### src/sv/lmlt_pkg.sv
// ----------------------------------------------------------------------------
// lmlt_pkg
// Shared types, register codes and reset values for the LCD mode and line
// timing core.
// ----------------------------------------------------------------------------
package lmlt_pkg;

  localparam int CLK_W   = 11;
  localparam int LINE_W  = 8;
  localparam int CYC_W   = 10;
  localparam int ELAP_W  = 8;
  localparam int CFG_W   = 10;
  localparam int CFG_IDX_W = 3;
  localparam int LPF_W   = LINE_W + 1;

  localparam logic [CLK_W-1:0] CLOCK_MAX = '1;

  localparam logic [CFG_IDX_W-1:0] CFG_LINE_CYCLES     = 3'd0;
  localparam logic [CFG_IDX_W-1:0] CFG_OAM_END         = 3'd1;
  localparam logic [CFG_IDX_W-1:0] CFG_TRANSFER_END    = 3'd2;
  localparam logic [CFG_IDX_W-1:0] CFG_LINES_PER_FRAME = 3'd3;
  localparam logic [CFG_IDX_W-1:0] CFG_VISIBLE_LINES   = 3'd4;

  localparam logic [CYC_W-1:0]  RST_LINE_CYCLES     = 10'd456;
  localparam logic [CYC_W-1:0]  RST_OAM_END         = 10'd80;
  localparam logic [CYC_W-1:0]  RST_TRANSFER_END    = 10'd252;
  localparam logic [LINE_W-1:0] RST_LINES_PER_FRAME = 8'd154;
  localparam logic [LINE_W-1:0] RST_VISIBLE_LINES   = 8'd144;

  typedef enum logic [1:0] {
    MODE_HBLANK = 2'd0,
    MODE_VBLANK = 2'd1,
    MODE_OAM    = 2'd2,
    MODE_XFER   = 2'd3
  } mode_t;

  typedef struct packed {
    logic [CLK_W-1:0]  line_clock;
    logic [LINE_W-1:0] line_count;
    mode_t             mode;
    logic              coinc;
  } state_t;

  typedef struct packed {
    logic [CYC_W-1:0]  line_cycles;
    logic [CYC_W-1:0]  oam_end;
    logic [CYC_W-1:0]  transfer_end;
    logic [LPF_W-1:0]  lpf_eff;
    logic [LINE_W-1:0] visible_lines;
  } cfg_t;

  typedef struct packed {
    logic [ELAP_W-1:0] elapsed_clocks;
    logic [LINE_W-1:0] compare_line;
    logic              lyc_irq_enable;
    logic              oam_irq_enable;
    logic              vblank_irq_enable;
    logic              hblank_irq_enable;
  } in_word_t;

  typedef struct packed {
    logic [LINE_W-1:0] current_line;
    mode_t             lcd_mode;
    logic              coincidence;
    logic              vblank_irq;
    logic              stat_irq;
    logic              render_line;
  } out_word_t;

  typedef struct packed {
    logic              start;
    logic              load_en;
    logic [LINE_W-1:0] load_val;
  } red_ctrl_t;

endpackage

### src/sv/lmlt_step.sv
// ----------------------------------------------------------------------------
// lmlt_step
// Combinational update of line clock, line counter, mode and coincidence
// flag for one input word, plus the result word.
// ----------------------------------------------------------------------------
module lmlt_step (
  input  lmlt_pkg::state_t                  st,
  input  logic [lmlt_pkg::LINE_W-1:0]       red,
  input  lmlt_pkg::cfg_t                    cfg,
  input  lmlt_pkg::in_word_t                din,
  output lmlt_pkg::state_t                  st_nxt,
  output logic                              line_end,
  output lmlt_pkg::out_word_t               dout
);
  import lmlt_pkg::*;

  logic [CLK_W:0]    sum;
  logic [CLK_W-1:0]  clk_sat;
  logic [LPF_W-1:0]  next_line;
  logic [LPF_W-1:0]  wrapped;
  logic [LINE_W-1:0] new_line;
  logic              vblank_irq;
  logic              stat_irq;
  logic              render;

  assign sum     = {1'b0, st.line_clock} + {{(CLK_W+1-ELAP_W){1'b0}}, din.elapsed_clocks};
  assign clk_sat = sum[CLK_W] ? CLOCK_MAX : sum[CLK_W-1:0];

  assign line_end = clk_sat >= {{(CLK_W-CYC_W){1'b0}}, cfg.line_cycles};

  // red is already below the frame length, so one subtract wraps it
  assign next_line = {1'b0, red} + {{(LPF_W-1){1'b0}}, 1'b1};
  assign wrapped   = (next_line >= cfg.lpf_eff) ? next_line - cfg.lpf_eff : next_line;
  assign new_line  = wrapped[LINE_W-1:0];

  always_comb begin
    st_nxt     = st;
    vblank_irq = 1'b0;
    stat_irq   = 1'b0;
    render     = 1'b0;
    st_nxt.line_clock = clk_sat;
    if (line_end) begin
      st_nxt.line_clock = clk_sat - {{(CLK_W-CYC_W){1'b0}}, cfg.line_cycles};
      st_nxt.line_count = new_line;
      st_nxt.coinc      = new_line == din.compare_line;
      if (st_nxt.coinc && din.lyc_irq_enable) begin
        stat_irq = 1'b1;
      end
      if (new_line == cfg.visible_lines) begin
        st_nxt.mode = MODE_VBLANK;
        vblank_irq  = 1'b1;
        if (din.vblank_irq_enable || din.oam_irq_enable) begin
          stat_irq = 1'b1;
        end
      end else if (new_line < cfg.visible_lines) begin
        st_nxt.mode = MODE_OAM;
        if (din.oam_irq_enable) begin
          stat_irq = 1'b1;
        end
      end
    end else if (st.mode == MODE_OAM &&
                 clk_sat >= {{(CLK_W-CYC_W){1'b0}}, cfg.oam_end}) begin
      st_nxt.mode = MODE_XFER;
    end else if (st.mode == MODE_XFER &&
                 clk_sat >= {{(CLK_W-CYC_W){1'b0}}, cfg.transfer_end}) begin
      st_nxt.mode = MODE_HBLANK;
      render      = 1'b1;
      if (din.hblank_irq_enable) begin
        stat_irq = 1'b1;
      end
    end
  end

  assign dout.current_line = st_nxt.line_count;
  assign dout.lcd_mode     = st_nxt.mode;
  assign dout.coincidence  = st_nxt.coinc;
  assign dout.vblank_irq   = vblank_irq;
  assign dout.stat_irq     = stat_irq;
  assign dout.render_line  = render;

endmodule

### src/sv/lmlt_line_reduce.sv
// ----------------------------------------------------------------------------
// lmlt_line_reduce
// Holds the line counter reduced modulo the frame length; after a frame
// length write it brings the stale counter back in range, one subtract a cycle.
// ----------------------------------------------------------------------------
module lmlt_line_reduce (
  input  logic                              clk,
  input  logic                              rst_n,
  input  lmlt_pkg::red_ctrl_t               ctrl,
  input  logic [lmlt_pkg::LINE_W-1:0]       line_count,
  input  logic [lmlt_pkg::LPF_W-1:0]        lpf_eff,
  output logic [lmlt_pkg::LINE_W-1:0]       red,
  output logic                              busy
);
  import lmlt_pkg::*;

  logic [LINE_W-1:0] red_r, red_nxt;
  logic              busy_r, busy_nxt;
  logic [LPF_W-1:0]  diff;

  assign diff = {1'b0, red_r} - lpf_eff;

  always_comb begin
    red_nxt  = red_r;
    busy_nxt = busy_r;
    priority if (ctrl.start) begin
      red_nxt  = line_count;
      busy_nxt = 1'b1;
    end else if (ctrl.load_en) begin
      red_nxt = ctrl.load_val;
    end else if (busy_r && ({1'b0, red_r} >= lpf_eff)) begin
      red_nxt = diff[LINE_W-1:0];
    end else begin
      busy_nxt = 1'b0;
    end
  end

  always_ff @(posedge clk) begin
    if (!rst_n) begin
      red_r  <= '0;
      busy_r <= 1'b0;
    end else begin
      red_r  <= red_nxt;
      busy_r <= busy_nxt;
    end
  end

  assign red  = red_r;
  assign busy = busy_r;

endmodule

### src/sv/lcd_mode_line_timing_core.sv
// ----------------------------------------------------------------------------
// lcd_mode_line_timing_core
// LCD line clock, line counter, mode and coincidence sequencer.
// ----------------------------------------------------------------------------
// usage:
//   in_* carries one word per step: elapsed clocks, line compare value and the
//   four stat interrupt enables. out_* returns one word per input word: line,
//   mode, coincidence flag and the vblank, stat and render pulses.
//   cfg_write_en/cfg_index/cfg_data write the five timing registers while the
//   core is idle; unknown indexes are ignored.
// pipeline and throughput:
//   an accepted word is held in the input register; its result is computed
//   by the update logic and registered in the output register, then shown
//   with out_valid. one word per cycle is sustained while neither out_stall
//   nor a line reduction holds the flow, set by the single step through the
//   update logic. a write of lines_per_frame holds in_stall while the line
//   counter is reduced by repeated subtraction.
// reset:
//   synchronous active-low rst_n restores register defaults, line 0, oam mode.
// stall:
//   while out_stall holds a result, one more word is taken into the input
//   register, then in_stall rises until the result is taken.
// ----------------------------------------------------------------------------
module lcd_mode_line_timing_core (
  input  logic                               clk,
  input  logic                               rst_n,
  input  logic                               in_valid,
  output logic                               in_stall,
  input  logic [lmlt_pkg::ELAP_W-1:0]        in_elapsed_clocks,
  input  logic [lmlt_pkg::LINE_W-1:0]        in_compare_line,
  input  logic                               in_lyc_irq_enable,
  input  logic                               in_oam_irq_enable,
  input  logic                               in_vblank_irq_enable,
  input  logic                               in_hblank_irq_enable,
  output logic                               out_valid,
  input  logic                               out_stall,
  output logic [lmlt_pkg::LINE_W-1:0]        out_current_line,
  output logic [1:0]                         out_lcd_mode,
  output logic                               out_coincidence,
  output logic                               out_vblank_irq,
  output logic                               out_stat_irq,
  output logic                               out_render_line,
  input  logic                               cfg_write_en,
  input  logic [lmlt_pkg::CFG_IDX_W-1:0]     cfg_index,
  input  logic [lmlt_pkg::CFG_W-1:0]         cfg_data
);
  import lmlt_pkg::*;

  logic [CYC_W-1:0]  line_cycles_r;
  logic [CYC_W-1:0]  oam_end_r;
  logic [CYC_W-1:0]  transfer_end_r;
  logic [LINE_W-1:0] lpf_r;
  logic [LINE_W-1:0] visible_lines_r;
  cfg_t              cfg;

  state_t    st_r, st_nxt;
  in_word_t  in_r;
  logic      in_valid_r;
  out_word_t out_r, dout;
  logic      out_valid_r;
  logic      line_end;
  logic      advance;
  logic      in_take;
  red_ctrl_t red_ctrl;
  logic [LINE_W-1:0] red;
  logic      red_busy;

  assign cfg.line_cycles   = line_cycles_r;
  assign cfg.oam_end       = oam_end_r;
  assign cfg.transfer_end  = transfer_end_r;
  assign cfg.lpf_eff       = (lpf_r == '0) ? {1'b1, {LINE_W{1'b0}}} : {1'b0, lpf_r};
  assign cfg.visible_lines = visible_lines_r;

  always_ff @(posedge clk) begin
    if (!rst_n) begin
      line_cycles_r   <= RST_LINE_CYCLES;
      oam_end_r       <= RST_OAM_END;
      transfer_end_r  <= RST_TRANSFER_END;
      lpf_r           <= RST_LINES_PER_FRAME;
      visible_lines_r <= RST_VISIBLE_LINES;
    end else if (cfg_write_en) begin
      unique case (cfg_index)
        CFG_LINE_CYCLES:     line_cycles_r   <= cfg_data;
        CFG_OAM_END:         oam_end_r       <= cfg_data;
        CFG_TRANSFER_END:    transfer_end_r  <= cfg_data;
        CFG_LINES_PER_FRAME: lpf_r           <= cfg_data[LINE_W-1:0];
        CFG_VISIBLE_LINES:   visible_lines_r <= cfg_data[LINE_W-1:0];
        default: ;
      endcase
    end
  end

  assign advance  = in_valid_r && (!out_valid_r || !out_stall);
  assign in_stall = red_busy || (in_valid_r && !advance);
  assign in_take  = in_valid && !in_stall;

  lmlt_step u_step (
    .st       (st_r),
    .red      (red),
    .cfg      (cfg),
    .din      (in_r),
    .st_nxt   (st_nxt),
    .line_end (line_end),
    .dout     (dout)
  );

  assign red_ctrl.start    = cfg_write_en && (cfg_index == CFG_LINES_PER_FRAME);
  assign red_ctrl.load_en  = advance && line_end;
  assign red_ctrl.load_val = st_nxt.line_count;

  lmlt_line_reduce u_reduce (
    .clk        (clk),
    .rst_n      (rst_n),
    .ctrl       (red_ctrl),
    .line_count (st_r.line_count),
    .lpf_eff    (cfg.lpf_eff),
    .red        (red),
    .busy       (red_busy)
  );

  always_ff @(posedge clk) begin
    if (!rst_n) begin
      st_r.line_clock <= '0;
      st_r.line_count <= '0;
      st_r.mode       <= MODE_OAM;
      st_r.coinc      <= 1'b0;
      in_valid_r      <= 1'b0;
      out_valid_r     <= 1'b0;
    end else begin
      if (advance) begin
        st_r <= st_nxt;
      end
      if (in_take) begin
        in_valid_r <= 1'b1;
      end else if (advance) begin
        in_valid_r <= 1'b0;
      end
      if (advance) begin
        out_valid_r <= 1'b1;
      end else if (!out_stall) begin
        out_valid_r <= 1'b0;
      end
    end
  end

  always_ff @(posedge clk) begin
    if (in_take) begin
      in_r.elapsed_clocks    <= in_elapsed_clocks;
      in_r.compare_line      <= in_compare_line;
      in_r.lyc_irq_enable    <= in_lyc_irq_enable;
      in_r.oam_irq_enable    <= in_oam_irq_enable;
      in_r.vblank_irq_enable <= in_vblank_irq_enable;
      in_r.hblank_irq_enable <= in_hblank_irq_enable;
    end
    if (advance) begin
      out_r <= dout;
    end
  end

  assign out_valid        = out_valid_r;
  assign out_current_line = out_r.current_line;
  assign out_lcd_mode     = out_r.lcd_mode;
  assign out_coincidence  = out_r.coincidence;
  assign out_vblank_irq   = out_r.vblank_irq;
  assign out_stat_irq     = out_r.stat_irq;
  assign out_render_line  = out_r.render_line;

  // no word enters while the line counter is being reduced
  a_busy_stalls: assert property (@(posedge clk) disable iff (!rst_n)
    red_busy |-> in_stall)
    else $error("input taken during line reduction");

  a_vblank_mode: assert property (@(posedge clk) disable iff (!rst_n)
    (out_valid_r && out_r.vblank_irq) |-> (out_r.lcd_mode == MODE_VBLANK))
    else $error("vblank pulse outside vblank mode");

  a_render_mode: assert property (@(posedge clk) disable iff (!rst_n)
    (out_valid_r && out_r.render_line) |->
      (out_r.lcd_mode == MODE_HBLANK && !out_r.vblank_irq))
    else $error("render pulse outside hblank entry");

  a_vblank_line: assert property (@(posedge clk) disable iff (!rst_n)
    (advance && dout.vblank_irq) |-> (dout.current_line == visible_lines_r))
    else $error("vblank entered on wrong line");

  a_state_follows_out: assert property (@(posedge clk) disable iff (!rst_n)
    advance |=> (out_r.current_line == st_r.line_count && out_r.lcd_mode == st_r.mode))
    else $error("result word does not match state");

endmodule
### config.mk
export PLATFORM = sky130hd
export DESIGN_NAME = lcd_mode_line_timing_core
export DESIGN_NICKNAME = d
export VERILOG_FILES = /design/src/sv/lmlt_pkg.sv /design/src/sv/lmlt_step.sv /design/src/sv/lmlt_line_reduce.sv /design/src/sv/lcd_mode_line_timing_core.sv
export SDC_FILE = /design/constraint.sdc
export NUM_CORES = 1
export LEC_CHECK = 0
export BUFFER_PORTS_ARGS = -buffer_cell sky130_fd_sc_hd__buf_2
export CAP_MARGIN = 15
export CELL_PAD_IN_SITES_DETAIL_PLACEMENT = 1
export CELL_PAD_IN_SITES_GLOBAL_PLACEMENT = 1
export CORE_AREA = 10 10 145 147
export CTS_BUF_LIST = sky130_fd_sc_hd__clkbuf_8 sky130_fd_sc_hd__clkbuf_16
export CTS_CLUSTER_DIAMETER = 80
export DETAILED_ROUTE_END_ITERATION = 12
export DIE_AREA = 0 0 155 157
export PLACE_DENSITY = 0.8
export SKIP_LAST_GASP = 1
export SYNTH_ARGS = -nofsm -noshare
export SYNTH_HDL_FRONTEND = slang
export SYNTH_HIERARCHICAL = 1
export SYNTH_SLANG_ARGS = --single-unit
### constraint.sdc
create_clock -name clk -period 4.6 [get_ports clk]
set_input_delay 0.92 -clock clk [delete_from_list [all_inputs] [get_ports clk]]
set_output_delay 0.92 -clock clk [all_outputs]
set_load 0.005 [all_outputs]
==> impl_metrics.tcl <==
set metrics [dict create \
    run_status "complete, no violations" \
    antenna_found_initial 0 \
    p_total_mw 3.09 \
    crit_start "in_r[15]" \
    ys_seq_area_share_pct 33.9 \
    grt_pass1_wl_microns 37200 \
    tritoncts "done" \
    rr_endpoint "st_r[2]" \
    reg2reg_slack_ns 0.02 \
    dr.pass1.iters 5 \
    min_path_type "register to register" \
    max_freq_mhz 218 \
    cts_root_buf "clkbuf_16" \
    worst_clock_skew_ns 0.00974 \
    maxSlewViolCount 0 \
    min_period_over_period_pct 99.6 \
    dpl.hpwl_microns 17400 \
    power_density_nw_per_um2 338 \
    critPathArrivalTime_ns 4.87 \
    drcViolationCount 0 \
    nets 1030 \
    hold_depth 2 \
    via_per_inst 5.60 \
    max_stage_delay_ns 0.56 \
    clock_sinks 113 \
    critPathKind "register to register" \
    synth_cell_types 75 \
    async_flop_share_pct 0 \
    holdBufCountCts 0 \
    hold_start "st_r[0]" \
    yosysWarnings 6 \
    fp.dieH_microns 157 \
    rows 50 \
    maxSlewHeadroom_pct 37.3 \
    numPortBuffers 53 \
    p_leak_nw 4.08 \
    crit_family "compound AO/OA/AOI/OAI gates" \
    postLayoutCoreUtil_pct 49.8 \
    crit_top_cell "a21o_1" \
    reg2reg_from "in_r[15]" \
    crit_chain "ha_1 -> a21o_1 -> a2bb2oi_2 -> a21oi_2 -> a21o_1 -> nor2b_2 -> or2_2 -> ha_2 -> or4_4 -> o22ai_4 -> o221ai_4 -> a21oi_4 -> buf_6 -> buf_4 -> o311a_2 -> a2bb2oi_1 -> nor2_1 -> nor2b_1 -> mux2i_1" \
    end_kind "register" \
    crit_buf_inv 2 \
    clock_path_buffers 2 \
    min_period_ns 4.58 \
    setup_viol 0 \
    first_global_vias 6879 \
    cp_data_required_time_ns 4.89 \
    grt_setup_unrepaired "yes" \
    ys_ff_latch 113 \
    grt_usage_pct 19.3 \
    dieWidth_microns 155 \
    tightest_slew_ns 0.935 \
    wl_microns 24600 \
    antenna_left 0 \
    ios 54 \
    avgSynthCellArea_sq_um 9.09 \
    synth_area_sq_um 7690 \
    dieArea_sq_um 24300 \
    grt_overflow 0 \
    path_max_fanout 8 \
    hold_viol 0 \
    register_area_sq_um 2600 \
    crit_slowest_cell "or4_4" \
    r2r_cells 19 \
    multi_input_area_sq_um 4730 \
    syn_nets 952 \
    antenna_cells 0 \
    whs_endpoint "st_r[0]" \
    routedWlPerCell_microns 21.0 \
    cts_made_buffers 17 \
    clk_pin_slew_worst_paths_ns 0.05 \
    clkLatencyLatePin_ns 0.42 \
    route.vias.total 6549 \
    synthCells 846 \
    drtIter0Drc 410 \
    h-tree-depth 4 \
    critPathLaunchType "register" \
    ir_drop_mv 0.319 \
    drv_cap 0 \
    core_sq_um 18300 \
    synth_ff_type "dfxtp_1" \
    grt_max_degree 101 \
    syn_to_final_growth_pct 18.9 \
    fill_cells 2104 \
    drive_gt1_share_pct 22.3 \
    synth_edf_count 34 \
    gp_congestion 0.930 \
    initial_utilization_pct 41.9 \
]
## kinds of logic after synthesis
kind of cell | share of synthesized area, %
flops | 33.9
fa+ha+maj | 11.5
compound gates | 14.5
simple gates | 18.2
xor+xnor | 4.20
mux | 10.4
buf+inv | 7.41
## cell type report
class                      count  share of cell area, %
clock buffer                  20                   5.35
clock inverter                11                  0.945
inverter                      66                   2.74
multi-input combinational    618                   51.8
sequential                   113                   28.5
tap                          234                   3.20
timing repair buffer         108                   7.49
## cell usage in the layout, fill, tap and decap left out, drive strengths merged, types with 22 or more instances in the layout
master  netlist  routed
nand2       113     113
buf          38     108
dfxtp        79      79
mux2i        71      71
inv          66      70
ha           64      64
a21oi        47      48
nor2         39      39
nor2b        38      39
o21ai        36      36
edfxtp       34      34
xnor2        22      22
## flip-flops by register name, summed over array words and instances (netlist names)
register	count
st_r	22
in_r	20
line_cycles_r	10
oam_end_r	10
transfer_end_r	10
lpf_r	8
out_current_line	8
u_reduce/red	8
visible_lines_r	8
out_lcd_mode	2
in_valid_r	1
out_coincidence	1
out_render_line	1
out_stat_irq	1
out_valid	1
out_vblank_irq	1
u_reduce/busy	1
## metrics by stage
| stage | area (sq um) | instances | setup slack, ns | setup TNS [ns] | hold WS (ns) |
|---|---|---|---|---|---|
| 3_5_place_dp | 8310 | 1131 | 0.0119 | 0 | 0.453 |
| 2_1_floorplan | 7690 | 846 | 0.00264 | 0 | 0.435 |
| 3_3_place_gp | 8310 | 1131 | 0.0719 | 0 | 0.443 |
| 4_1_cts | 8960 | 1164 | 0.0122 | 0 | 0.460 |
| 6_report | 9140 | 1170 | 0.0203 | 0 | 0.460 |
| 5_1_grt | 9140 | 1170 | -0.156 | -0.950 | 0.491 |
## power by group
| group | switching [mW] | internal, mW |
|---|---|---|
| registers | 0.0275 | 1.07 |
| clock network | 0.471 | 0.809 |
| logic | 0.406 | 0.305 |
## cell usage after synthesis (all sizes together), types with 5 or more instances
master / count / area share (%)
nand2: 113 / 5.5
dfxtp: 79 / 21
mux2i: 71 / 9.2
inv: 66 / 3.2
ha: 64 / 10
a21oi: 47 / 3.5
nor2: 39 / 1.9
buf: 38 / 3.5
nor2b: 38 / 3.1
o21ai: 36 / 2.5
edfxtp: 34 / 13
xnor2: 22 / 2.5
nand3: 18 / 1.2
a21o: 15 / 1.5
clkbuf: 13 / 0.63
nand2b: 12 / 0.98
o211ai: 12 / 1.2
xor2: 12 / 1.4
nor3: 9 / 0.73
o21a: 9 / 0.90
or2: 9 / 0.73
mux2: 8 / 1.2
a21boi: 5 / 0.59
and3: 5 / 0.49
nand4: 5 / 0.41
## routing by layer
| layer | share of wire [%] | track usage [%] | vias up |
|---|---|---|---|
| met1 | 41 | 21.7 | 3242 |
| met3 | 3.3 | 3.58 | 55 |
| met2 | 52 | 34.6 | 153 |
| li1 | - | - | 3099 |
| met5 | 0 | 0 | - |
| met4 | 3.5 | 8.86 | 0 |
## worst min-delay path: cells and delay by family, from the launching register on
family	cells	cell delay [ns]
DFF	1	0.30
and+or+nand+nor	1	0.05
muxes	1	0.05
## worst max path at each step
stage / to / slack [ns] / cells after the start
finish: st_r[2] / 0.02 / 19
CTS: st_r[0] / 0.01 / 20
detailed placement: u_reduce/red[1] / 0.01 / 19
global placement: u_reduce/red[5] / 0.07 / 20
floorplan: u_reduce/red[6] / 0.003 / 21
global route: st_r[2] / -0.16 / 20
## what timing repair did
item | CTS | global route
pin swaps | 3 | 16
endpoints found under the setup margin | 26 | 28
setup buffers | 1 | 5
gates resized for setup | 13 | 33
cloned | 1 | 1
Note: power is estimated with default switching activity, not from simulation.
